==> src/hw/rtl/vfa_pkg.sv <==
// Shared types, constants and tables for the variable flip angle T1 fit block.
`default_nettype none
package vfa_pkg;

    localparam int MAX_POINTS   = 16;
    localparam int CORDIC_STEPS = 16;

    localparam int CNT_W  = 7;
    localparam int Z_W    = 20;
    localparam int CS_W   = 34;
    localparam int OPD_W  = 64;
    localparam int PROD_W = 128;
    localparam int NUM_W  = 104;
    localparam int DEN_W  = 72;
    localparam int QUO_W  = 32;

    localparam logic [20:0] HALF_PI       = 21'd102944;
    localparam logic [20:0] PI_Q16        = 21'd205887;
    localparam logic [20:0] THREE_HALF_PI = 21'd308831;
    localparam logic [20:0] TWO_PI        = 21'd411775;
    localparam logic signed [CS_W-1:0] GAIN_Q30 = 34'sd652032874;
    localparam logic [31:0] LN2_Q32  = 32'd2977044472;
    localparam logic [31:0] XY_LIMIT = 32'd2147483647;

    typedef enum logic [2:0] {
        FIT_OK       = 3'd0,
        FIT_FEW      = 3'd1,
        FIT_SINGULAR = 3'd2,
        FIT_SLOPE    = 3'd3,
        FIT_OVERFLOW = 3'd4
    } t_fit_status;

    typedef enum logic [0:0] {
        CFG_TR = 1'b0,
        CFG_B1 = 1'b1
    } t_cfg_index;

    typedef struct packed {
        logic [15:0] flip_angle;
        logic [23:0] signal_value;
        logic        last_point;
    } t_in_item;

    typedef struct packed {
        logic [31:0] t1_time;
        logic [31:0] m0_value;
        t_fit_status fit_status;
    } t_out_item;

    typedef struct packed {
        logic             start;
        logic             neg;
        logic [OPD_W-1:0] a;
        logic [OPD_W-1:0] b;
    } t_mul_req;

    typedef struct packed {
        logic                     done;
        logic signed [PROD_W-1:0] prod;
    } t_mul_rsp;

    typedef struct packed {
        logic             start;
        logic [NUM_W-1:0] num;
        logic [DEN_W-1:0] den;
    } t_div_req;

    typedef struct packed {
        logic             done;
        logic             sat;
        logic [QUO_W-1:0] quo;
    } t_div_rsp;

    typedef struct packed {
        logic                  start;
        logic signed [Z_W-1:0] z;
    } t_cor_req;

    typedef struct packed {
        logic                   done;
        logic signed [CS_W-1:0] c;
        logic signed [CS_W-1:0] s;
    } t_cor_rsp;

    typedef enum logic [4:0] {
        S_IDLE, S_TH_MUL, S_TH_MOD, S_CORDIC, S_X_MUL, S_X_DIV, S_Y_DIV,
        S_XX_MUL, S_XY_MUL, S_PT_END, S_FIT_CHK, S_DEN1, S_DEN2, S_NUM1,
        S_NUM2, S_SLOPE_CHK, S_SLOPE_DIV, S_NORM, S_LOG_SQ, S_LN_HI, S_LN_LO,
        S_T1_DIV, S_M0_MUL, S_M0_DEN, S_M0_DIV, S_OUT
    } t_state;

    function automatic logic signed [Z_W-1:0] atan_q16(input logic [4:0] idx);
        logic signed [Z_W-1:0] v;
        case (idx)
            5'd0:    v = 20'sd51472;
            5'd1:    v = 20'sd30386;
            5'd2:    v = 20'sd16055;
            5'd3:    v = 20'sd8150;
            5'd4:    v = 20'sd4091;
            5'd5:    v = 20'sd2047;
            5'd6:    v = 20'sd1024;
            5'd7:    v = 20'sd512;
            5'd8:    v = 20'sd256;
            5'd9:    v = 20'sd128;
            5'd10:   v = 20'sd64;
            5'd11:   v = 20'sd32;
            5'd12:   v = 20'sd16;
            5'd13:   v = 20'sd8;
            5'd14:   v = 20'sd4;
            5'd15:   v = 20'sd2;
            5'd16:   v = 20'sd1;
            default: v = 20'sd0;
        endcase
        return v;
    endfunction

endpackage
`default_nettype wire

==> src/hw/rtl/vfa_mul.sv <==
// Shared multiplier: 64x64 magnitude product from four 32x32 partial products.
`default_nettype none
module vfa_mul (
    input  wire logic              i_clk,
    input  wire logic              i_rst_n,
    input  wire vfa_pkg::t_mul_req i_req,
    output vfa_pkg::t_mul_rsp      o_rsp
);
    import vfa_pkg::*;

    logic               r_busy;
    logic               r_done;
    logic [2:0]         r_cnt;
    logic [OPD_W-1:0]   r_a;
    logic [OPD_W-1:0]   r_b;
    logic               r_neg;
    logic [63:0]        r_pp;
    logic [1:0]         r_sh;
    logic [PROD_W-1:0]  r_acc;
    logic [PROD_W-1:0]  r_prod;
    logic [31:0]        a_h;
    logic [31:0]        b_h;
    logic [1:0]         sh_next;
    logic [PROD_W-1:0]  pp_shifted;

    always_comb begin
        case (r_cnt[1:0])
            2'd0: begin
                a_h = r_a[31:0];  b_h = r_b[31:0];  sh_next = 2'd0;
            end
            2'd1: begin
                a_h = r_a[31:0];  b_h = r_b[63:32]; sh_next = 2'd1;
            end
            2'd2: begin
                a_h = r_a[63:32]; b_h = r_b[31:0];  sh_next = 2'd1;
            end
            default: begin
                a_h = r_a[63:32]; b_h = r_b[63:32]; sh_next = 2'd2;
            end
        endcase
    end

    always_comb begin
        case (r_sh)
            2'd0:    pp_shifted = {64'd0, r_pp};
            2'd1:    pp_shifted = {32'd0, r_pp, 32'd0};
            default: pp_shifted = {r_pp, 64'd0};
        endcase
    end

    always_ff @(posedge i_clk) begin
        if (!i_rst_n) begin
            r_busy <= 1'b0;
            r_done <= 1'b0;
            r_cnt  <= 3'd0;
        end else begin
            r_done <= 1'b0;
            if (i_req.start) begin
                r_busy <= 1'b1;
                r_cnt  <= 3'd0;
                r_a    <= i_req.a;
                r_b    <= i_req.b;
                r_neg  <= i_req.neg;
                r_acc  <= '0;
            end else if (r_busy) begin
                r_cnt <= r_cnt + 3'd1;
                if (r_cnt < 3'd4) begin
                    r_pp <= a_h * b_h;
                    r_sh <= sh_next;
                end
                if (r_cnt >= 3'd1 && r_cnt <= 3'd4) begin
                    r_acc <= r_acc + pp_shifted;
                end
                if (r_cnt == 3'd5) begin
                    r_prod <= r_neg ? (~r_acc + 1'b1) : r_acc;
                    r_busy <= 1'b0;
                    r_done <= 1'b1;
                end
            end
        end
    end

    assign o_rsp.done = r_done;
    assign o_rsp.prod = $signed(r_prod);

endmodule
`default_nettype wire

==> config.mk <==
export PLATFORM = sky130hd
export DESIGN_NAME = vfa_mul
export DESIGN_NICKNAME = d
export VERILOG_FILES = /design/src/hw/rtl/vfa_pkg.sv /design/src/hw/rtl/vfa_mul.sv
export SDC_FILE = /design/constraint.sdc
export NUM_CORES = 2
export LEC_CHECK = 0
export ABC_AREA = 1
export BUFFER_PORTS_ARGS = -buffer_cell sky130_fd_sc_hd__clkbuf_2
export CAP_MARGIN = 20
export CORE_MARGIN = 4
export CORE_UTILIZATION = 30
export CTS_CLUSTER_DIAMETER = 40
export DETAILED_ROUTE_END_ITERATION = 10
export HOLD_SLACK_MARGIN = 0.08
export PLACE_DENSITY = 0.55
export SLEW_MARGIN = 0
export SYNTH_ARGS = -nofsm -noshare
export SYNTH_HDL_FRONTEND = slang
export SYNTH_SLANG_ARGS = --single-unit
==> constraint.sdc <==
create_clock -name i_clk -period 29.5 [get_ports i_clk]
set_input_delay 4.425 -clock i_clk [delete_from_list [all_inputs] [get_ports i_clk]]
set_output_delay 4.425 -clock i_clk [all_outputs]
set_load 0.005 [all_outputs]
==> key figures <==
Run status
  • Run status: finished clean

Timing
  • Number of endpoints with negative hold slack in the final report: 0
  • Slew at the pin closest to its max-slew limit: 1.195 ns
  • Maximum clock skew at final layout: 0.07164 ns
  • Total setup violations reported at the end of the flow: 0
  • Achievable Freq: 100.8 MHz
  • Crit path time final: 9.919 ns
  • Post-route setup TNS: 0 ns
  • Post-route clock period utilization: 0.3362
  • RSZ-0062 raised after global routing: no
  • Final Max Slew Viols: 0
  • Slew margin rel.: 0.2034

Drt
  • Drt wl/cell: 23.86 µm
  • DR iter-0 viols: 5267
  • Mean number of vias per cell: 4.852
  • Routed wire length: 301500 µm
  • Residual DRC: 0
  • Number of iterations in the first detailed-routing pass: 6
  • Vias: 61.30k
  • Antenna-violating nets left: 0

Floorplanning
  • Die height: 483.6 µm
  • Starting density of the core: 0.3018
  • Number of ports placed on the die boundary: 261
  • Std cell rows: 174
  • Width of the chip: 483.6 µm
  • Die area: 0.2339 mm²
  • Std-Cell Core Area: 0.2249 mm²

Clock tree
  • Postcts setup bufs: 0
  • CTS tree: built
  • Num Clock Sinks: 456
  • Post-cts sizing count: 0
  • Maximum count of clock buffers along a single path: 3
  • Number of buffers inserted for hold repair after clock tree synthesis: 0
  • Latest clock arrival within the worst-skew pair: 0.78 ns
  • Root buffer cell: clkbuf_16
  • Clock Pin Slew Worst Setup and Hold Paths: 0.05 ns
  • Clock buffer count from CTS: 102
  • H-tree Lvls: 3

Critical path
  • Critical path data arrival time: 10.42 ns
  • Worst-path cell with the longest stage delay: clkinv_1
  • Worst R2R Setup Slack: 19.58 ns
  • Type of destination of the critical path: flip-flop
  • CP Class: reg -> reg
  • Critical path's largest stage delay: 0.97 ns
  • Startpoint type of the worst setup path: flip-flop
  • Cell mode on critical path: fa_1
  • Req. time, crit path: 30.00 ns
  • Maximum fanout along the worst path: 64

Synth
  • Area fraction of the dominant cell type after synthesis: 0.2646
  • Most common library cells after synthesis: nand2_1 (2470), inv_1 (2207), nor2_1 (1363)
  • Main flop type after synthesis: edfxtp_1
  • Number of standard cells after synthesis: 9304
  • Cell taking the most area after synthesis: fa_1
  • Xor/xnor cell area share of the yosys netlist: 0.02078
  • Synthesis Warnings: 0
  • Count of different cell masters after synthesis: 50
  • Post-synthesis share of cell area spent on and, or, nand and nor gates: 0.2517
  • Count of flip-flops with a built-in enable after synthesis: 451
  • Adder-cell area share of the yosys netlist: 0.3374
  • Sequential-to-total area share from yosys stat: 0.2010
  • Post-synthesis async set-or-reset flop share: 0
  • Post-synthesis compound-gate area fraction: 0.05319
  • Mux cell area share after synthesis: 0
  • Most area-consuming cells after synthesis: fa_1 (26%), edfxtp_1 (20%), nand2_1 (14%)
  • Seq cells post-synth: 456
  • Mean cell area of the mapped netlist: 7.294 µm²
  • Syn Nets: 10.73k
  • Most common cell in the netlist: nand2_1
  • Total standard cell area after synthesis: 0.06787 mm²
  • Combinational family with the most area after synthesis: adder cells

Global route
  • Maximum number of pins on one net before global-route repair: 126
  • First-pass GRT wire length: 431900 µm
  • GR Util All Layers: 0.2542
  • Overflow left after global routing: 0
  • Via count of the first global-routing pass: 62.86k
  • Number of antenna violations at the first check in global routing: 1

Placement
  • Final RePlAce weighted congestion: 1.031
  • I/O Buffers: 260
  • DPL Wire Length: 253900 µm

Run
  • Max Cap Violations: 0

Finish
  • Share of layout cells above drive strength 1: 0.06474
  • Number of fill cells in the layout: 24.29k
  • Final Core Density: 0.3403
  • Area Growth Syn to Fin: 12.76%
  • Net total in the final layout: 10.97k

Worst hold path
  • Kind of path behind the tightest hold check: reg -> reg
==> through the flow <==
stage / setup WS [ns] / instance area [µm²] / hold slack, ns / instances
5_1_grt: 19.06 / 76520 / 0.5567 / 12631
2_1_floorplan: 14.82 / 67870 / 0.4860 / 9304
6_report: 19.58 / 76520 / 0.5290 / 12633
3_3_place_gp: 19.37 / 72820 / 0.5079 / 12428
3_5_place_dp: 19.54 / 73060 / 0.5209 / 12437
4_1_cts: 19.52 / 76490 / 0.5271 / 12630
==> state kept, by name, summed over array words and instances (netlist names) <==
register / count
r_done: 1
r_acc: 128
r_neg: 1
r_cnt: 3
r_busy: 1
r_prod: 128
r_pp: 64
r_a: 64
r_sh: 2
r_b: 64
==> critical path: cells and delay by family, from the launching register on <==
family	cells	cell delay (ns)
adders and majority gates	10	4.68
AOI/OAI and AO/OA	2	1.00
DFF	1	0.40
and+or+nand+nor	10	1.51
buffers and inverters	8	1.96
==> final timing paths <==
kind,start,cells after the start,endpoint
max,r_cnt[0],30,r_pp[46]
min,r_cnt[0],2,r_cnt[0]
max reg2reg,r_cnt[0],30,r_pp[46]
min reg2reg,r_cnt[0],2,r_cnt[0]
==> routing by layer <==
layer / up-vias / global-route usage / wire length [µm]
met5: - / 0 / 13
met4: 2 / 0.1469 / 21070
met3: 601 / 0.04065 / 19730
met2: 2501 / 0.4287 / 141800
met1: 29806 / 0.3078 / 118800
li1: 28391 / - / -
==> area by class of cell <==
cell class	instances	area, µm²	share of cell area
antenna	2	5.005	0.00006540
clock buffer	116	2626	0.03432
clock inverter	77	809.5	0.01058
inverter	2228	8369	0.1094
multi-input combinational	6402	45070	0.5890
sequential	456	13640	0.1783
tap	2992	3744	0.04892
timing repair buffer	360	2257	0.02950
==> logic make-up after synthesis <==
kind of cell,Yosys count
and+or+nand+nor,4303
buffers and inverters,2446
adders and majority gates,1292
AOI/OAI and AO/OA,646
DFF,456
xor gates and xnor gates,161
==> cells in the final DEF (no fill, tap or decap), types with 15 or more instances in the layout <==
cell type and count:
o21ai_0 178, nand3_1 230, inv_1 2205, ha_1 395
nand2_1 2469, clkinv_1 23, a31oi_1 15, o21ai_2 37
o22ai_1 64, nor3_1 67, o21bai_1 21, xnor2_1 20
a21oi_1 264, nand4_1 98, clkbuf_2 260, xor2_1 141
nor2_1 1363, o21ai_1 29, clkbuf_16 103, fa_1 897
inv_6 19, edfxtp_1 451, buf_4 89
Power is not shown: default switching activity piles up to over one toggle a cycle in this logic, so the estimate is an artifact.
