==> src/hw/rtl/vfa_pkg.sv <==
// Shared types, constants and tables for the variable flip angle T1 fit block.
`default_nettype none
package vfa_pkg;

    localparam int MAX_POINTS   = 16;
    localparam int CORDIC_STEPS = 16;

    localparam int CNT_W  = 7;
    localparam int Z_W    = 20;
    localparam int CS_W   = 34;
    localparam int OPD_W  = 64;
    localparam int PROD_W = 128;
    localparam int NUM_W  = 104;
    localparam int DEN_W  = 72;
    localparam int QUO_W  = 32;

    localparam logic [20:0] HALF_PI       = 21'd102944;
    localparam logic [20:0] PI_Q16        = 21'd205887;
    localparam logic [20:0] THREE_HALF_PI = 21'd308831;
    localparam logic [20:0] TWO_PI        = 21'd411775;
    localparam logic signed [CS_W-1:0] GAIN_Q30 = 34'sd652032874;
    localparam logic [31:0] LN2_Q32  = 32'd2977044472;
    localparam logic [31:0] XY_LIMIT = 32'd2147483647;

    typedef enum logic [2:0] {
        FIT_OK       = 3'd0,
        FIT_FEW      = 3'd1,
        FIT_SINGULAR = 3'd2,
        FIT_SLOPE    = 3'd3,
        FIT_OVERFLOW = 3'd4
    } t_fit_status;

    typedef enum logic [0:0] {
        CFG_TR = 1'b0,
        CFG_B1 = 1'b1
    } t_cfg_index;

    typedef struct packed {
        logic [15:0] flip_angle;
        logic [23:0] signal_value;
        logic        last_point;
    } t_in_item;

    typedef struct packed {
        logic [31:0] t1_time;
        logic [31:0] m0_value;
        t_fit_status fit_status;
    } t_out_item;

    typedef struct packed {
        logic             start;
        logic             neg;
        logic [OPD_W-1:0] a;
        logic [OPD_W-1:0] b;
    } t_mul_req;

    typedef struct packed {
        logic                     done;
        logic signed [PROD_W-1:0] prod;
    } t_mul_rsp;

    typedef struct packed {
        logic             start;
        logic [NUM_W-1:0] num;
        logic [DEN_W-1:0] den;
    } t_div_req;

    typedef struct packed {
        logic             done;
        logic             sat;
        logic [QUO_W-1:0] quo;
    } t_div_rsp;

    typedef struct packed {
        logic                  start;
        logic signed [Z_W-1:0] z;
    } t_cor_req;

    typedef struct packed {
        logic                   done;
        logic signed [CS_W-1:0] c;
        logic signed [CS_W-1:0] s;
    } t_cor_rsp;

    typedef enum logic [4:0] {
        S_IDLE, S_TH_MUL, S_TH_MOD, S_CORDIC, S_X_MUL, S_X_DIV, S_Y_DIV,
        S_XX_MUL, S_XY_MUL, S_PT_END, S_FIT_CHK, S_DEN1, S_DEN2, S_NUM1,
        S_NUM2, S_SLOPE_CHK, S_SLOPE_DIV, S_NORM, S_LOG_SQ, S_LN_HI, S_LN_LO,
        S_T1_DIV, S_M0_MUL, S_M0_DEN, S_M0_DIV, S_OUT
    } t_state;

    function automatic logic signed [Z_W-1:0] atan_q16(input logic [4:0] idx);
        logic signed [Z_W-1:0] v;
        case (idx)
            5'd0:    v = 20'sd51472;
            5'd1:    v = 20'sd30386;
            5'd2:    v = 20'sd16055;
            5'd3:    v = 20'sd8150;
            5'd4:    v = 20'sd4091;
            5'd5:    v = 20'sd2047;
            5'd6:    v = 20'sd1024;
            5'd7:    v = 20'sd512;
            5'd8:    v = 20'sd256;
            5'd9:    v = 20'sd128;
            5'd10:   v = 20'sd64;
            5'd11:   v = 20'sd32;
            5'd12:   v = 20'sd16;
            5'd13:   v = 20'sd8;
            5'd14:   v = 20'sd4;
            5'd15:   v = 20'sd2;
            5'd16:   v = 20'sd1;
            default: v = 20'sd0;
        endcase
        return v;
    endfunction

endpackage
`default_nettype wire

==> src/hw/rtl/vfa_div.sv <==
// Restoring divider: 32-bit saturating quotient of a wide numerator, one bit a cycle.
`default_nettype none
module vfa_div (
    input  wire logic              i_clk,
    input  wire logic              i_rst_n,
    input  wire vfa_pkg::t_div_req i_req,
    output vfa_pkg::t_div_rsp      o_rsp
);
    import vfa_pkg::*;

    logic               r_busy;
    logic               r_done;
    logic               r_sat;
    logic [4:0]         r_cnt;
    logic [DEN_W-1:0]   r_rem;
    logic [DEN_W-1:0]   r_den;
    logic [31:0]        r_nlo;
    logic [QUO_W-1:0]   r_quo;
    logic [DEN_W:0]     trial;
    logic [DEN_W:0]     diff;
    logic               ge;
    logic               sat_now;

    assign sat_now = (i_req.den == '0) || (i_req.num[NUM_W-1:32] >= i_req.den);
    assign trial   = {r_rem, r_nlo[31]};
    assign diff    = trial - {1'b0, r_den};
    assign ge      = trial >= {1'b0, r_den};

    always_ff @(posedge i_clk) begin
        if (!i_rst_n) begin
            r_busy <= 1'b0;
            r_done <= 1'b0;
            r_cnt  <= 5'd0;
        end else begin
            r_done <= 1'b0;
            if (i_req.start) begin
                r_cnt <= 5'd0;
                r_den <= i_req.den;
                r_rem <= i_req.num[NUM_W-1:32];
                r_nlo <= i_req.num[31:0];
                if (sat_now) begin
                    r_sat  <= 1'b1;
                    r_quo  <= '1;
                    r_done <= 1'b1;
                end else begin
                    r_sat  <= 1'b0;
                    r_busy <= 1'b1;
                end
            end else if (r_busy) begin
                r_rem <= ge ? diff[DEN_W-1:0] : trial[DEN_W-1:0];
                r_nlo <= {r_nlo[30:0], 1'b0};
                r_quo <= {r_quo[QUO_W-2:0], ge};
                r_cnt <= r_cnt + 5'd1;
                if (r_cnt == 5'd31) begin
                    r_busy <= 1'b0;
                    r_done <= 1'b1;
                end
            end
        end
    end

    assign o_rsp.done = r_done;
    assign o_rsp.sat  = r_sat;
    assign o_rsp.quo  = r_quo;

endmodule
`default_nettype wire

==> config.mk <==
export PLATFORM = sky130hd
export DESIGN_NAME = vfa_div
export DESIGN_NICKNAME = d
export VERILOG_FILES = /design/src/hw/rtl/vfa_pkg.sv /design/src/hw/rtl/vfa_div.sv
export SDC_FILE = /design/constraint.sdc
export NUM_CORES = 1
export LEC_CHECK = 0
export BUFFER_PORTS_ARGS = -buffer_cell sky130_fd_sc_hd__buf_4
export CAP_MARGIN = 30
export CORE_MARGIN = 2
export CORE_UTILIZATION = 55
export CTS_BUF_LIST = sky130_fd_sc_hd__clkbuf_8
export CTS_CLUSTER_SIZE = 40
export DETAILED_ROUTE_END_ITERATION = 16
export GPL_ROUTABILITY_DRIVEN = 0
export PLACE_DENSITY = 0.77
export SLEW_MARGIN = 20
export SYNTH_ARGS = -nofsm -noshare
export SYNTH_HDL_FRONTEND = slang
export SYNTH_SLANG_ARGS = --single-unit
export TNS_END_PERCENT = 30
==> constraint.sdc <==
create_clock -name i_clk -period 8.06 [get_ports i_clk]
set_clock_uncertainty 0.2 [all_clocks]
set_input_delay 0.403 -clock i_clk [delete_from_list [all_inputs] [get_ports i_clk]]
set_output_delay 0.403 -clock i_clk [all_outputs]
set_load 0.005 [all_outputs]
==> impl_metrics.py <==
metrics = {
    "route": {
        "first_pass_iters": 7,
        "drc_errors": 0,
        "antenna_left": 0,
        "finalWirelength_um": 46700,
        "vias": 13782,
        "routedWlPerCell_um": 20.1,
        "dr.first_iter.drc_count": 1248,
        "vias_per_cell": 5.94,
    },
    "cts": {
        "cts_sinks": 216,
        "cts_tree": "yes",
        "numCtsBuffers": 41,
        "clk_pin_slew_ps": 60,
        "cts_buffer_depth": 3,
        "cts_resized": 0,
        "worstSkewPairLatency_ps": 570,
        "cts_max_level": 2,
        "cts-root-buf": "clkbuf_8",
    },
    "sta": {
        "final_max_slew_viol_count": 0,
        "holdWs_ps": 15.9,
        "finalCritPeriodShare": 0.596,
        "slew_headroom": 0.328,
        "fin_tns_setup_ps": 0,
        "timing.fmax_mhz": 208,
        "finalSetupViolations": 0,
        "hold_viol": 0,
        "finalCriticalPeriod_ps": 4800,
        "worstMarginPinSlew_ps": 997,
        "grt_setup_unrepaired": "false",
    },
    "layout": {
        "final_cell_mix": "buf_4 (217), edfxtp_1 (209), inv_1 (181)",
        "syn2layout_area_growth_pct": 24.9,
        "drive_gt1_frac": 0.189,
        "layout_commonest_cell": "buf_4",
        "num_antenna_cells": 0,
        "fin_cells": 2322,
        "final_util": 0.695,
        "nets": 2243,
    },
    "die": {
        "rows": 61,
        "core_mm2": 0.0276,
        "die_y_um": 171,
        "die_width_um": 171,
        "start_util": 0.556,
        "dieArea_mm2": 0.0293,
        "boundaryPins": 213,
    },
    "place": {
        "port_buffers": 212,
        "dp_hpwl_um": 32400,
        "placedCellCount": 2130,
    },
    "synth": {
        "ys_ff_latch": 216,
        "ys_warn_count": 0,
        "synth_cell_types": 75,
        "async_flop_share": 0,
        "synthFlopType": "edfxtp_1",
        "syn_nets": 1927,
        "ys_seq_area_frac": 0.418,
        "syn_area_mm2": 0.0154,
        "postSynthCellCount": 1601,
        "synth_edf_count": 209,
        "syn_area_per_cell_um2": 9.60,
    },
    "setup_path": {
        "worstPathArrival_ps": 4900,
        "crit_type": "flop to flop",
        "startpoint_type": "flop",
        "path_cells": "ha_1, a21oi_1, o21ai_2, a221oi_2, a31oi_1, a211oi_2, a31oi_2, a41o_1, a21oi_4, buf_4, nor2_1, a221o_1",
        "worstSetupEndpointType": "flop",
        "cp_slowest_cell": "a21oi_4",
        "worstPathMaxFanout": 45,
        "worstPathRequired_ps": 8160,
        "cp_slowest_stage_delay_ps": 660,
    },
    "run_status": {
        "status": "complete, no violations",
    },
    "global_route": {
        "grt_use_total": 0.319,
        "use_met3": 0.0803,
        "antenna_found_initial": 0,
        "grt_pass1_vias": 13725,
        "grt_max_degree": 83,
        "grt_util_met2": 0.515,
        "grt_pass1_wl_um": 73100,
        "grtUsageMet1": 0.416,
        "grt_overflow_total": 0,
        "busiest_layer": "met2",
    },
    "power": {
        "total_power_mw": 3.60,
        "ir_drop_uv": 146,
        "powerDensity_mw_per_mm2": 188,
        "leakage_nw": 8.45,
    },
    "flow_run": {
        "maxCapViolCount": 0,
    },
    "min_path": {
        "holdCritPathClass": "primary input to flop",
    },
}
stage by stage:
stage | cell area [um^2] | setup slack (ps)
final | 19200 | 3260
after global routing | 19200 | 3020
after CTS | 19200 | 3350
after detailed placement | 17200 | 3380
after global placement | 17100 | 3230
after floorplan | 15400 | 1780
cell usage after synthesis, types with 4 or more instances:
| library cell | number | area [um^2] |
|---|---|---|
| buf_2 | 11 | 55.1 |
| mux2_2 | 32 | 360 |
| a21o_1 | 60 | 450 |
| clkbuf_1 | 35 | 131 |
| nor3_1 | 22 | 110 |
| nand4_1 | 40 | 250 |
| dfxtp_1 | 7 | 140 |
| o21bai_1 | 21 | 158 |
| nor4_1 | 27 | 169 |
| o21ai_0 | 56 | 280 |
| o211ai_1 | 8 | 60.1 |
| buf_6 | 8 | 90.1 |
| nor2_1 | 99 | 372 |
| a31oi_1 | 54 | 338 |
| inv_1 | 168 | 631 |
| a211oi_1 | 7 | 52.6 |
| o31ai_1 | 7 | 52.6 |
| nand3_1 | 12 | 60.1 |
| a21boi_0 | 8 | 60.1 |
| or2_2 | 36 | 225 |
| xnor2_1 | 42 | 368 |
| and3_1 | 8 | 50.1 |
| a41o_1 | 4 | 40.0 |
| a221oi_1 | 6 | 52.6 |
| a21oi_1 | 113 | 566 |
| mux2i_1 | 9 | 90.1 |
| and4_1 | 7 | 61.3 |
| nor2b_1 | 10 | 62.6 |
| edfxtp_1 | 209 | 6280 |
| and2_1 | 12 | 75.1 |
| a221o_1 | 6 | 60.1 |
| buf_4 | 8 | 60.1 |
| o21a_1 | 10 | 75.1 |
| a2bb2oi_1 | 14 | 123 |
| nand2b_1 | 8 | 50.1 |
| xor2_1 | 26 | 228 |
| o21ai_1 | 5 | 25.0 |
| nand2_1 | 180 | 676 |
| ha_1 | 146 | 1830 |
worst max-delay path: cells and delay by family (launching register included):
kind                     cells  cell delay [ps]
AO/OA/AOI/OAI                9             2680
adder cells (fa/ha/maj)      1              390
buffers and inverters        1              600
flip-flops                   1              400
AND/OR/NAND/NOR              1              250
power by group:
part / switching (mW) / leakage (nW) / total, mW / internal, mW
Clock: 0.501 / 0.459 / 1.07 / 0.573
Combinational: 0.656 / 5.99 / 1.14 / 0.482
Sequential: 0.0404 / 2.00 / 1.39 / 1.35
sequential cells by signal, indices dropped and copies added, names as in the netlist:
signal and count:
r_sat 1, r_cnt 5, r_nlo 32, r_done 1, r_rem 72, r_quo 32
r_busy 1, r_den 72
what timing repair did:
item                                   4_1_cts  5_1_grt
endpoints found under the hold margin      123        0
hold buffers                               122        0
buffers inserted                             0        0
path summary, 6_finish.rpt:
| kind | start | endpoint | slack [ps] | cells past startpoint |
|---|---|---|---|---|
| min | i_req[157] | r_rem[53] | 20 | 2 |
| max | r_rem[47] | r_rem[66] | 3260 | 12 |
| max reg2reg | r_rem[47] | r_rem[66] | 3260 | 12 |
| min reg2reg | r_cnt[4] | r_cnt[4] | 320 | 2 |
final cells by class:
class / instances / area, um^2
clock buffer: 48 / 661
clock inverter: 22 / 125
fill: 2136 / 8440
inverter: 168 / 632
multi-input combinational: 1149 / 7980
sequential: 216 / 6420
tap: 378 / 473
timing repair buffer: 341 / 2910
layer usage:
layer  part of all wire  vias to the layer above
met5                  0                        -
met2               0.45                      759
met4              0.038                        0
li1                   -                     6467
met3               0.10                      127
met1               0.41                     6429
logic make-up (layout without fill, tap and decap cells):
group           Yosys count  after routing  synth area share
simple gates            476            476             0.148
mux                      41             41            0.0293
fa+ha+maj               147            147             0.120
compound gates          417            417             0.181
xor+xnor                 68             68            0.0388
buf+inv                 236            579            0.0647
flops                   216            216             0.418
Power figures use the tool's default switching activity.
