<file path="src/hw/rtl/vfa_pkg.sv">
// Shared types, constants and tables for the variable flip angle T1 fit block.
`default_nettype none
package vfa_pkg;

    localparam int MAX_POINTS   = 16;
    localparam int CORDIC_STEPS = 16;

    localparam int CNT_W  = 7;
    localparam int Z_W    = 20;
    localparam int CS_W   = 34;
    localparam int OPD_W  = 64;
    localparam int PROD_W = 128;
    localparam int NUM_W  = 104;
    localparam int DEN_W  = 72;
    localparam int QUO_W  = 32;

    localparam logic [20:0] HALF_PI       = 21'd102944;
    localparam logic [20:0] PI_Q16        = 21'd205887;
    localparam logic [20:0] THREE_HALF_PI = 21'd308831;
    localparam logic [20:0] TWO_PI        = 21'd411775;
    localparam logic signed [CS_W-1:0] GAIN_Q30 = 34'sd652032874;
    localparam logic [31:0] LN2_Q32  = 32'd2977044472;
    localparam logic [31:0] XY_LIMIT = 32'd2147483647;

    typedef enum logic [2:0] {
        FIT_OK       = 3'd0,
        FIT_FEW      = 3'd1,
        FIT_SINGULAR = 3'd2,
        FIT_SLOPE    = 3'd3,
        FIT_OVERFLOW = 3'd4
    } t_fit_status;

    typedef enum logic [0:0] {
        CFG_TR = 1'b0,
        CFG_B1 = 1'b1
    } t_cfg_index;

    typedef struct packed {
        logic [15:0] flip_angle;
        logic [23:0] signal_value;
        logic        last_point;
    } t_in_item;

    typedef struct packed {
        logic [31:0] t1_time;
        logic [31:0] m0_value;
        t_fit_status fit_status;
    } t_out_item;

    typedef struct packed {
        logic             start;
        logic             neg;
        logic [OPD_W-1:0] a;
        logic [OPD_W-1:0] b;
    } t_mul_req;

    typedef struct packed {
        logic                     done;
        logic signed [PROD_W-1:0] prod;
    } t_mul_rsp;

    typedef struct packed {
        logic             start;
        logic [NUM_W-1:0] num;
        logic [DEN_W-1:0] den;
    } t_div_req;

    typedef struct packed {
        logic             done;
        logic             sat;
        logic [QUO_W-1:0] quo;
    } t_div_rsp;

    typedef struct packed {
        logic                  start;
        logic signed [Z_W-1:0] z;
    } t_cor_req;

    typedef struct packed {
        logic                   done;
        logic signed [CS_W-1:0] c;
        logic signed [CS_W-1:0] s;
    } t_cor_rsp;

    typedef enum logic [4:0] {
        S_IDLE, S_TH_MUL, S_TH_MOD, S_CORDIC, S_X_MUL, S_X_DIV, S_Y_DIV,
        S_XX_MUL, S_XY_MUL, S_PT_END, S_FIT_CHK, S_DEN1, S_DEN2, S_NUM1,
        S_NUM2, S_SLOPE_CHK, S_SLOPE_DIV, S_NORM, S_LOG_SQ, S_LN_HI, S_LN_LO,
        S_T1_DIV, S_M0_MUL, S_M0_DEN, S_M0_DIV, S_OUT
    } t_state;

    function automatic logic signed [Z_W-1:0] atan_q16(input logic [4:0] idx);
        logic signed [Z_W-1:0] v;
        case (idx)
            5'd0:    v = 20'sd51472;
            5'd1:    v = 20'sd30386;
            5'd2:    v = 20'sd16055;
            5'd3:    v = 20'sd8150;
            5'd4:    v = 20'sd4091;
            5'd5:    v = 20'sd2047;
            5'd6:    v = 20'sd1024;
            5'd7:    v = 20'sd512;
            5'd8:    v = 20'sd256;
            5'd9:    v = 20'sd128;
            5'd10:   v = 20'sd64;
            5'd11:   v = 20'sd32;
            5'd12:   v = 20'sd16;
            5'd13:   v = 20'sd8;
            5'd14:   v = 20'sd4;
            5'd15:   v = 20'sd2;
            5'd16:   v = 20'sd1;
            default: v = 20'sd0;
        endcase
        return v;
    endfunction

endpackage
`default_nettype wire

</file>
<file path="src/hw/rtl/vfa_cordic.sv">
// Iterative rotation-mode CORDIC giving cosine and sine in signed Q3.30.
`default_nettype none
module vfa_cordic (
    input  wire logic              i_clk,
    input  wire logic              i_rst_n,
    input  wire vfa_pkg::t_cor_req i_req,
    output vfa_pkg::t_cor_rsp      o_rsp
);
    import vfa_pkg::*;

    localparam logic [4:0] LAST_STEP = 5'(CORDIC_STEPS - 1);

    logic                   r_busy;
    logic                   r_done;
    logic [4:0]             r_step;
    logic signed [CS_W-1:0] r_x;
    logic signed [CS_W-1:0] r_y;
    logic signed [Z_W-1:0]  r_z;
    logic signed [CS_W-1:0] dx;
    logic signed [CS_W-1:0] dy;

    assign dx = r_y >>> r_step;
    assign dy = r_x >>> r_step;

    always_ff @(posedge i_clk) begin
        if (!i_rst_n) begin
            r_busy <= 1'b0;
            r_done <= 1'b0;
            r_step <= 5'd0;
        end else begin
            r_done <= 1'b0;
            if (i_req.start) begin
                r_busy <= 1'b1;
                r_step <= 5'd0;
                r_x    <= GAIN_Q30;
                r_y    <= '0;
                r_z    <= i_req.z;
            end else if (r_busy) begin
                if (!r_z[Z_W-1]) begin
                    r_x <= r_x - dx;
                    r_y <= r_y + dy;
                    r_z <= r_z - atan_q16(r_step);
                end else begin
                    r_x <= r_x + dx;
                    r_y <= r_y - dy;
                    r_z <= r_z + atan_q16(r_step);
                end
                r_step <= r_step + 5'd1;
                if (r_step == LAST_STEP) begin
                    r_busy <= 1'b0;
                    r_done <= 1'b1;
                end
            end
        end
    end

    assign o_rsp.done = r_done;
    assign o_rsp.c    = r_x;
    assign o_rsp.s    = r_y;

endmodule
`default_nettype wire

</file>
<file path="config.mk">
export PLATFORM = sky130hd
export DESIGN_NAME = vfa_cordic
export DESIGN_NICKNAME = d
export VERILOG_FILES = /design/src/hw/rtl/vfa_pkg.sv /design/src/hw/rtl/vfa_cordic.sv
export SDC_FILE = /design/constraint.sdc
export NUM_CORES = 1
export LEC_CHECK = 0
export ABC_CLOCK_PERIOD_IN_PS = 7650
export BUFFER_PORTS_ARGS = -buffer_cell sky130_fd_sc_hd__buf_2
export CAP_MARGIN = 15
export CORE_MARGIN = 2
export CORE_UTILIZATION = 36
export DETAILED_ROUTE_END_ITERATION = 12
export GPL_ROUTABILITY_DRIVEN = 1
export GPL_TIMING_DRIVEN = 1
export SLEW_MARGIN = 20
export SYNTH_ARGS = -nofsm -noshare
export SYNTH_HDL_FRONTEND = slang
export SYNTH_SLANG_ARGS = --single-unit
</file>
<file path="constraint.sdc">
create_clock -name i_clk -period 7.65 [get_ports i_clk]
set_input_delay 0.765 -clock i_clk [delete_from_list [all_inputs] [get_ports i_clk]]
set_output_delay 0.765 -clock i_clk [all_outputs]
set_load 0.02 [all_outputs]
</file>
==> results of run 1 <==
## worst reg2reg max path: stages, from the launching register on
cell	delay, ps
dfxtp_4	850
buf_4	460
mux4_2	370
a22oi_1	250
o21ai_1	100
a211oi_1	630
nand2b_1	230
nor4b_4	520
and2_1	270
nor2_1	70
xor2_1	160
ha_1	350
a21o_1	210
a21o_1	210
a2111oi_0	520
a211oi_1	200
o31ai_1	310
a21boi_0	190
o21ai_0	160
or3b_2	440
## path summary, 6_finish.rpt
kind	slack, ps	depth (start not counted)	end	startpoint
setup / recovery	890	19	r_y[28]$_SDFFCE_PP0P_	r_step[1]$_SDFFE_PP0P_
hold / removal	610	3	r_z[12]$_DFFE_PP_	i_req[12]
setup reg to reg	890	19	r_y[28]$_SDFFCE_PP0P_	r_step[1]$_SDFFE_PP0P_
hold reg to reg	620	2	r_done$_SDFF_PP0_	r_busy$_SDFF_PN0_
## layout make-up
type / count / area [um^2] / area share
Multi-Input combinational cell: 1483 / 11500 / 0.696
Sequential cell: 111 / 3120 / 0.189
Timing Repair Buffer: 122 / 716 / 0.0434
Tap cell: 539 / 674 / 0.0409
Clock buffer: 10 / 250 / 0.0152
Inverter: 52 / 198 / 0.0120
Clock inverter: 6 / 68.8 / 0.00417
## cell families (layout without fill, tap and decap cells)
kind of cell             after synthesis  after routing  share of synthesized area
flip-flops                           111            111                      0.203
multiplexers                         193            193                      0.191
AND/OR/NAND/NOR                      547            547                      0.175
buffers and inverters                154            190                     0.0478
XOR/XNOR                             130            130                     0.0744
AO/OA/AOI/OAI                        514            514                      0.227
adder cells (fa/ha/maj)               99             99                     0.0824
## stage by stage
step | util | hold slack, ps
after floorplan | - | 602
after global placement | 0.386 | 601
after detailed placement | 0.386 | 609
after CTS | 0.394 | 589
after global routing | 0.394 | 623
final | 0.394 | 613
## cells in the mapped netlist (25+ instances only)
library cell | count | area [um^2]
a211oi_1 | 30 | 225
a21o_1 | 37 | 278
a21oi_1 | 121 | 606
a31oi_1 | 36 | 225
buf_2 | 25 | 125
clkbuf_1 | 46 | 173
edfxtp_1 | 88 | 2640
ha_1 | 96 | 1200
inv_1 | 46 | 173
mux2_2 | 32 | 360
mux2i_1 | 82 | 821
mux4_2 | 75 | 1690
nand2_1 | 144 | 541
nand2b_1 | 27 | 169
nand3_1 | 28 | 140
nor2_1 | 167 | 627
nor2b_1 | 27 | 169
nor3_1 | 48 | 240
o21a_1 | 25 | 188
o21ai_0 | 74 | 370
xnor2_1 | 72 | 631
xor2_1 | 58 | 508
## per-layer routing
| metal | GRT usage | vias to the layer above | share of wire | wire [um] |
|---|---|---|---|---|
| met5 | 0 | - | 0.00020 | 11 |
| li1 | - | 6753 | - | - |
| met2 | 0.397 | 612 | 0.46 | 25300 |
| met3 | 0.0375 | 123 | 0.066 | 3670 |
| met1 | 0.329 | 7151 | 0.43 | 23800 |
| met4 | 0.121 | 2 | 0.044 | 2420 |
## power by group
group          switching, uW  internal, uW  leakage, uW  total, uW
sequential               289           846      0.00103       1130
clock                    277           251     0.000152        529
combinational           1870          1370      0.00514       3240
==> run_results.csv, run 1 <==
group,metric,value,unit
hold_path,hp-class,"in2reg",
worst_setup_path,cp_data_arrival_time,6910,ps
clock_network,clockBufferDepth,2,
clock_network,cts_tree,"done",
route,detail-route-antenna-nets,0,
timing,period_minus_slack,6760,ps
die,die_y,210,um
logic_synthesis,synth-seq-cells,111,
die,start_util,0.365,
run_status,outcome,"finished clean",
die,rows,75,
logic_synthesis,synth-edff-count,88,
clock_network,htree_levels,3,
global_routing,track_usage,0.248,
timing,finalCritPeriodShare,0.884,
logic_synthesis,async_reset_ff_frac,0,
timing,worstMarginPinSlew,1090,ps
worst_setup_path,cp_cell_sequence,"buf_4, mux4_2, a22oi_1, o21ai_1, a211oi_1, nand2b_1, nor4b_4, and2_1, nor2_1, xor2_1, ha_1, a21o_1, a21o_1, a2111oi_0, a211oi_1, o31ai_1, a21boi_0, o21ai_0, or3b_2",
route,drt_iter0_drc,1434,
die,die_x,210,um
clock_network,postCtsResizedCells,0,
timing,clock_skew,16.5,ps
final_layout,fin_nets,1901,
timing,setup_viol_count_final,0,
route,routed_wirelength,55200,um
final_layout,drive_gt1_frac,0.163,
clock_network,cts-root-buf,"clkbuf_16",
global_routing,grt.overflow.total,0,
timing,slew_headroom,0.271,
timing,rsz0062_at_grt,"no",
clock_network,numCtsBuffers,9,
route,drc,0,
logic_synthesis,syn_nets,1870,
logic_synthesis,synth.distinct_cells,89,
final_layout,final_area,16500,um^2
logic_synthesis,syn_area,15300,um^2
power,leakage,0.00632,uW
logic_synthesis,synth-main-ff-cell,"edfxtp_1",
place,io_buffer_count,91,
timing,timing.fmax,148,MHz
global_routing,first_global_vias,13800,
worst_setup_path,crit_slowest_cell,"dfxtp_4",
global_routing,grt_max_degree,72,
timing,finalHoldViolCount,0,
final_layout,layout_commonest_cell,"nor2_1",
die,die_area,44200,um^2
route,firstDrtPassIters,6,
final_layout,final_cells,2323,
logic_synthesis,synth_cells,1748,
final_layout,fill_cells,4273,
place,pre_cts_ws,970,ps
timing,fin_setup_tns,0,ps
route,wl_per_cell,23.8,um
clock_network,cts_setup_buffers,0,
clock_network,insertion_delay,410,ps
job,max_cap_violations,0,
clock_network,ctsHoldBuffers,0,
logic_synthesis,syn_area_per_cell,8.75,um^2
timing,drv_slew,0,
die,io_pins,92,
worst_setup_path,cp_top_family,"compound AO/OA/AOI/OAI gates",
global_routing,antenna_found_initial,1,
final_layout,final_cell_mix,"nor2_1, nand2_1, a21oi_1",
worst_setup_path,crit_buf_inv,1,
final_layout,area_delta_synth_final,7.89,%
power,p_per_area,297,nW/um^2
timing,fin_ws,890,ps
final_layout,insertedDiodeCount,0,
worst_setup_path,worstPathMaxFanout,54,
global_routing,grt_pass1_wl,84300,um
die,core,41900,um^2
power,finalPower,4900,uW
clock_network,clock_sinks,111,
route,vias,14600,
logic_synthesis,ys_seq_area_frac,0.203,
route,vias_per_cell,6.30,
clock_network,clk_pin_slew,90,ps
place,placedCellCount,2307,
place,place_area,16200,um^2
worst_setup_path,critical_path.max_stage_delay,850,ps
logic_synthesis,synth_warnings,0,
worst_setup_path,end_kind,"flip-flop",
power,ir_worst_vdd,0.000110,V
place,hpwlAfterDp,41700,um
place,gp_congestion,0.992,
worst_setup_path,worstSetupPathType,"reg2reg",
worst_setup_path,critPathRequiredTime,7800,ps
worst_setup_path,cp-start-kind,"flip-flop",
Note: power is estimated with default switching activity, not from simulation.
==> run 2, diff against run 1 <==
--- a/config.mk
+++ b/config.mk
@@ -8,11 +8,14 @@
 export ABC_CLOCK_PERIOD_IN_PS = 7650
 export BUFFER_PORTS_ARGS = -buffer_cell sky130_fd_sc_hd__buf_2
 export CAP_MARGIN = 15
+export CELL_PAD_IN_SITES_DETAIL_PLACEMENT = 1
+export CELL_PAD_IN_SITES_GLOBAL_PLACEMENT = 2
 export CORE_MARGIN = 2
 export CORE_UTILIZATION = 36
 export DETAILED_ROUTE_END_ITERATION = 12
 export GPL_ROUTABILITY_DRIVEN = 1
 export GPL_TIMING_DRIVEN = 1
+export PLACE_DENSITY_LB_ADDON = 0.1
 export SLEW_MARGIN = 20
 export SYNTH_ARGS = -nofsm -noshare
 export SYNTH_HDL_FRONTEND = slang
==> constraint.sdc (replaced) <==
create_clock -name i_clk -period 7.65 [get_ports i_clk]
set_input_delay 0.765 -clock i_clk [delete_from_list [all_inputs] [get_ports i_clk]]
set_output_delay 0.765 -clock i_clk [all_outputs]
set_load 0.01 [all_outputs]
==> run 2 against run 1 <==
  * Combinational power hardly changed
  * Sequential share of layout area about the same
  * Final area hardly changed
  * Non-clock buffer count is 3 higher
  * Wire length rose by 9.5%
  * Worst hold slack got worse by 10 ps
  * Utilization barely moved
  * Critical path type unchanged
  * Final cell count is 0.13% higher
  * Sequential power hardly changed
  * Fmax fell by 0.86%
  * Setup slack got worse by 59 ps
==> run_results.csv, run 2 (same netlist as run 1, synthesis figures left out) <==
group,metric,value,unit
route,firstDrtPassIters,5,
clock_network,cts-root-buf,"clkbuf_16",
timing,finalHoldViolCount,0,
clock_network,insertion_delay,410,ps
global_routing,antenna_found_initial,0,
job,max_cap_violations,0,
timing,holdWs,603,ps
worst_setup_path,worstPathMaxFanout,54,
clock_network,clock_sinks,111,
clock_network,clk_pin_slew,80,ps
die,die_area,44200,um^2
route,wl_per_cell,26.0,um
clock_network,cts_setup_buffers,0,
global_routing,grt_pass1_wl,91600,um
timing,rsz0062_at_grt,"no",
die,io_pins,92,
clock_network,postCtsResizedCells,0,
global_routing,first_global_vias,14700,
timing,drv_slew,0,
route,drt_iter0_drc,1123,
worst_setup_path,cp-start-kind,"flip-flop",
die,core,41900,um^2
route,vias_per_cell,6.30,
global_routing,track_usage,0.273,
power,p_per_area,297,nW/um^2
final_layout,final_cell_mix,"nor2_1, nand2_1, a21oi_1",
route,detail-route-antenna-nets,0,
clock_network,htree_levels,3,
die,die_x,210,um
die,rows,75,
final_layout,drive_gt1_frac,0.164,
hold_path,hp-class,"reg2reg",
timing,timing.fmax,147,MHz
timing,setup_viol_count_final,0,
timing,clock_skew,9.64,ps
timing,fin_setup_tns,0,ps
clock_network,ctsHoldBuffers,0,
final_layout,area_delta_synth_final,7.86,%
final_layout,fin_util,0.393,
run_status,outcome,"finished clean",
place,hpwlAfterDp,46500,um
clock_network,cts_tree,"done",
route,routed_wirelength,60400,um
worst_setup_path,worstSetupPathType,"reg2reg",
die,die_y,210,um
timing,period_minus_slack,6820,ps
worst_setup_path,critPathRequiredTime,7800,ps
place,gp_congestion,0.947,
place,io_buffer_count,91,
final_layout,layout_commonest_cell,"nor2_1",
timing,worstMarginPinSlew,940,ps
final_layout,insertedDiodeCount,0,
clock_network,clockBufferDepth,2,
timing,slew_headroom,0.373,
die,start_util,0.365,
clock_network,numCtsBuffers,9,
global_routing,grt_max_degree,64,
route,drc,0,
power,ir_worst_vdd,0.000118,V
final_layout,fin_nets,1904,
worst_setup_path,end_kind,"flip-flop",
timing,finalCritPeriodShare,0.891,
worst_setup_path,cp_data_arrival_time,6970,ps
global_routing,grt.overflow.total,0,
route,vias,14600,
power,leakage,0.00633,uW
## run 2: worst paths after layout
path | startpoint | to | slack, ps | cells after the start
worst min register to register | r_busy$_SDFF_PN0_ | r_done$_SDFF_PP0_ | 600 | 2
worst max register to register | r_step[1]$_SDFFE_PP0P_ | r_y[28]$_SDFFCE_PP0P_ | 830 | 21
worst max-delay path | r_step[1]$_SDFFE_PP0P_ | r_y[28]$_SDFFCE_PP0P_ | 830 | 21
worst min-delay path | r_busy$_SDFF_PN0_ | r_done$_SDFF_PP0_ | 600 | 2
## run 2: area by class of cell
class	count	area [um^2]
sequential	111	3120
fill	4947	25400
tap	539	674
multi-input combinational	1483	11500
inverter	52	198
clock buffer	12	267
clock inverter	4	33.8
timing repair buffer	125	738
## run 2: stage by stage
stage	instance area, um^2	cells	power (uW)	setup slack, ps
4_1_cts	16500	2326	4910	793
3_5_place_dp	16200	2310	4370	839
5_1_grt	16500	2326	5270	106
3_3_place_gp	16200	2310	4330	977
6_report	16500	2326	4890	831
2_1_floorplan	15300	1748	3380	2180
## run 2: report_power, final
| part | internal, uW | switching [uW] | total (uW) | leakage, uW |
|---|---|---|---|---|
| clock network | 252 | 256 | 508 | 0.000151 |
| logic | 1380 | 1870 | 3250 | 0.00515 |
| registers | 846 | 291 | 1140 | 0.00103 |
| total | 2480 | 2420 | 4890 | 0.00633 |
## run 2: worst max-delay path: stages, from the launching register on
cell,delay [ps]
dfxtp_4,860
buf_12,320
mux4_2,540
mux2_2,300
a2bb2oi_1,150
o211ai_1,260
inv_1,120
ha_1,200
nand4b_1,240
nor2_1,370
nand2_1,130
o31ai_1,260
xor2_1,150
ha_1,260
a21o_1,190
a21o_1,220
a2111oi_0,570
a211oi_1,230
o31ai_1,330
a21boi_0,190
o21ai_0,160
or3b_2,460
## run 2: per-layer routing
layer / wire (um) / share of wire / GRT usage
met2: 28800 / 0.48 / 0.458
met5: 56 / 0.00093 / 0.0100
met3: 3240 / 0.054 / 0.0431
met1: 26100 / 0.43 / 0.348
met4: 2220 / 0.037 / 0.113
==> run 3, diff against run 2 <==
--- a/config.mk
+++ b/config.mk
@@ -6,12 +6,12 @@
 export NUM_CORES = 1
 export LEC_CHECK = 0
 export ABC_CLOCK_PERIOD_IN_PS = 7650
-export BUFFER_PORTS_ARGS = -buffer_cell sky130_fd_sc_hd__buf_2
+export BUFFER_PORTS_ARGS = -buffer_cell sky130_fd_sc_hd__buf_4
 export CAP_MARGIN = 15
 export CELL_PAD_IN_SITES_DETAIL_PLACEMENT = 1
 export CELL_PAD_IN_SITES_GLOBAL_PLACEMENT = 2
 export CORE_MARGIN = 2
-export CORE_UTILIZATION = 36
+export CORE_UTILIZATION = 40
 export DETAILED_ROUTE_END_ITERATION = 12
 export GPL_ROUTABILITY_DRIVEN = 1
 export GPL_TIMING_DRIVEN = 1
==> run 3 against run 2 <==
  * Via count rose by 0.10%
  * Utilization rose by 5.0 points
  * Critical path depth fell by 2
  * Register-to-register slack got worse by 90 ps
  * Sequential share of layout area fell by 0.22 points
  * Critical endpoint unchanged
  * Largest power group unchanged
  * Highest routed layer is now met4
==> run_results.csv, run 3 (same netlist as run 1, synthesis figures left out) <==
group,metric,value,unit
route,detail-route-antenna-nets,0,
worst_setup_path,worstSetupPathType,"reg2reg",
worst_setup_path,cp_data_arrival_time,7070,ps
timing,fin_setup_tns,0,ps
timing,holdWs,613,ps
die,die_area,39800,um^2
clock_network,cts_tree,"done",
clock_network,postCtsResizedCells,0,
route,wl_per_cell,25.4,um
global_routing,grt_pass1_wl,89900,um
final_layout,fin_nets,1905,
place,pre_cts_ws,896,ps
final_layout,final-seq-area,3120,um^2
die,rows,71,
die,core,37700,um^2
route,firstDrtPassIters,5,
place,gp_congestion,0.954,
timing,timing.fmax,145,MHz
timing,period_minus_slack,6910,ps
run_status,outcome,"finished clean",
place,hpwlAfterDp,44900,um
timing,drv_slew,0,
die,start_util,0.406,
clock_network,ctsHoldBuffers,0,
worst_setup_path,worstPathMaxFanout,70,
clock_network,cts-root-buf,"clkbuf_16",
timing,worstMarginPinSlew,1200,ps
route,drc,0,
global_routing,first_global_vias,14900,
worst_setup_path,critPathRequiredTime,7810,ps
worst_setup_path,cp-start-kind,"flip-flop",
route,drt_iter0_drc,1266,
die,die_x,200,um
global_routing,grt_max_degree,71,
clock_network,insertion_delay,420,ps
die,io_pins,92,
timing,clock_skew,19.2,ps
route,vias,14700,
place,io_buffer_count,91,
power,p_per_area,296,nW/um^2
global_routing,grt.overflow.total,0,
hold_path,hp-class,"in2reg",
final_layout,final_cell_mix,"nor2_1, nand2_1, buf_4",
final_layout,area_delta_synth_final,9.10,%
timing,fin_ws,742,ps
timing,finalCritPeriodShare,0.903,
route,wl_met3,3180,um
job,max_cap_violations,0,
worst_setup_path,end_kind,"flip-flop",
route,wl_met1,25500,um
timing,setup_viol_count_final,0,
final_layout,fill_cells,4506,
global_routing,track_usage,0.298,
route,vias_per_cell,6.37,
clock_network,numCtsBuffers,9,
die,die_y,200,um
final_layout,drive_gt1_frac,0.164,
route,wl_met2,27200,um
clock_network,cts_setup_buffers,0,
power,ir_worst_vdd,0.000140,V
power,leakage,0.00641,uW
route,top_layer_used,"met4",
timing,finalHoldViolCount,0,
clock_network,clock_sinks,111,
route,routed_wirelength,58500,um
global_routing,antenna_found_initial,1,
clock_network,clockBufferDepth,2,
clock_network,htree_levels,3,
timing,rsz0062_at_grt,"no",
final_layout,multi_input_area,11500,um^2
timing,slew_headroom,0.198,
clock_network,clk_pin_slew,90,ps
final_layout,layout_commonest_cell,"nor2_1",
[run 3: metal layers]
metal / global-route usage / vias to the layer above
li1: - / 6758
met1: 0.388 / 7281
met2: 0.491 / 502
met3: 0.0361 / 120
met4: 0.142 / 0
met5: 0 / -
[run 3: cell type report]
class	count	share of cell area
clock inverters	5	0.00262
well taps	511	0.0383
flip-flops and latches	111	0.187
clock buffers	11	0.0152
inverters	52	0.0118
diodes	1	0.000150
repair buffers	126	0.0574
multi-input cells	1483	0.688
[run 3: where the power goes]
part           total (uW)  switching [uW]  leakage [uW]  internal (uW)
sequential           1130             287       0.00103            846
combinational        3290            1870       0.00523           1420
clock                 517             271      0.000147            247
[run 3: path summary, 6_finish.rpt]
path	from	end	slack, ps	cells past startpoint
setup / recovery	r_step[1]$_SDFFE_PP0P_	r_y[28]$_SDFFCE_PP0P_	740	19
hold / removal	i_req[7]	r_z[7]$_DFFE_PP_	610	3
setup reg to reg	r_step[1]$_SDFFE_PP0P_	r_y[28]$_SDFFCE_PP0P_	740	19
hold reg to reg	r_busy$_SDFF_PN0_	r_done$_SDFF_PP0_	620	2
[run 3: through the flow]
step	cells	area [um^2]	total power (uW)	utilization
2_1_floorplan	1748	15300	3380	-
3_3_place_gp	2283	16400	4350	0.435
3_5_place_dp	2283	16400	4390	0.435
4_1_cts	2299	16700	4940	0.443
5_1_grt	2299	16700	5340	0.443
6_report	2300	16700	4940	0.443
[run 3: critical path, stage by stage (launching register included)]
cell and delay, ps:
dfxtp_4 830, buf_12 420, mux2_2 420, a22o_1 240, o32ai_1 430, a32oi_1 200, a211o_1 340, nor4b_4 450
and2_1 270, nor2_1 70, xor2_1 160, ha_1 360, a21o_1 220, a21o_1 210, a2111oi_0 600, a211oi_1 240
o31ai_1 340, a21boi_0 210, o21ai_0 170, or3b_2 450
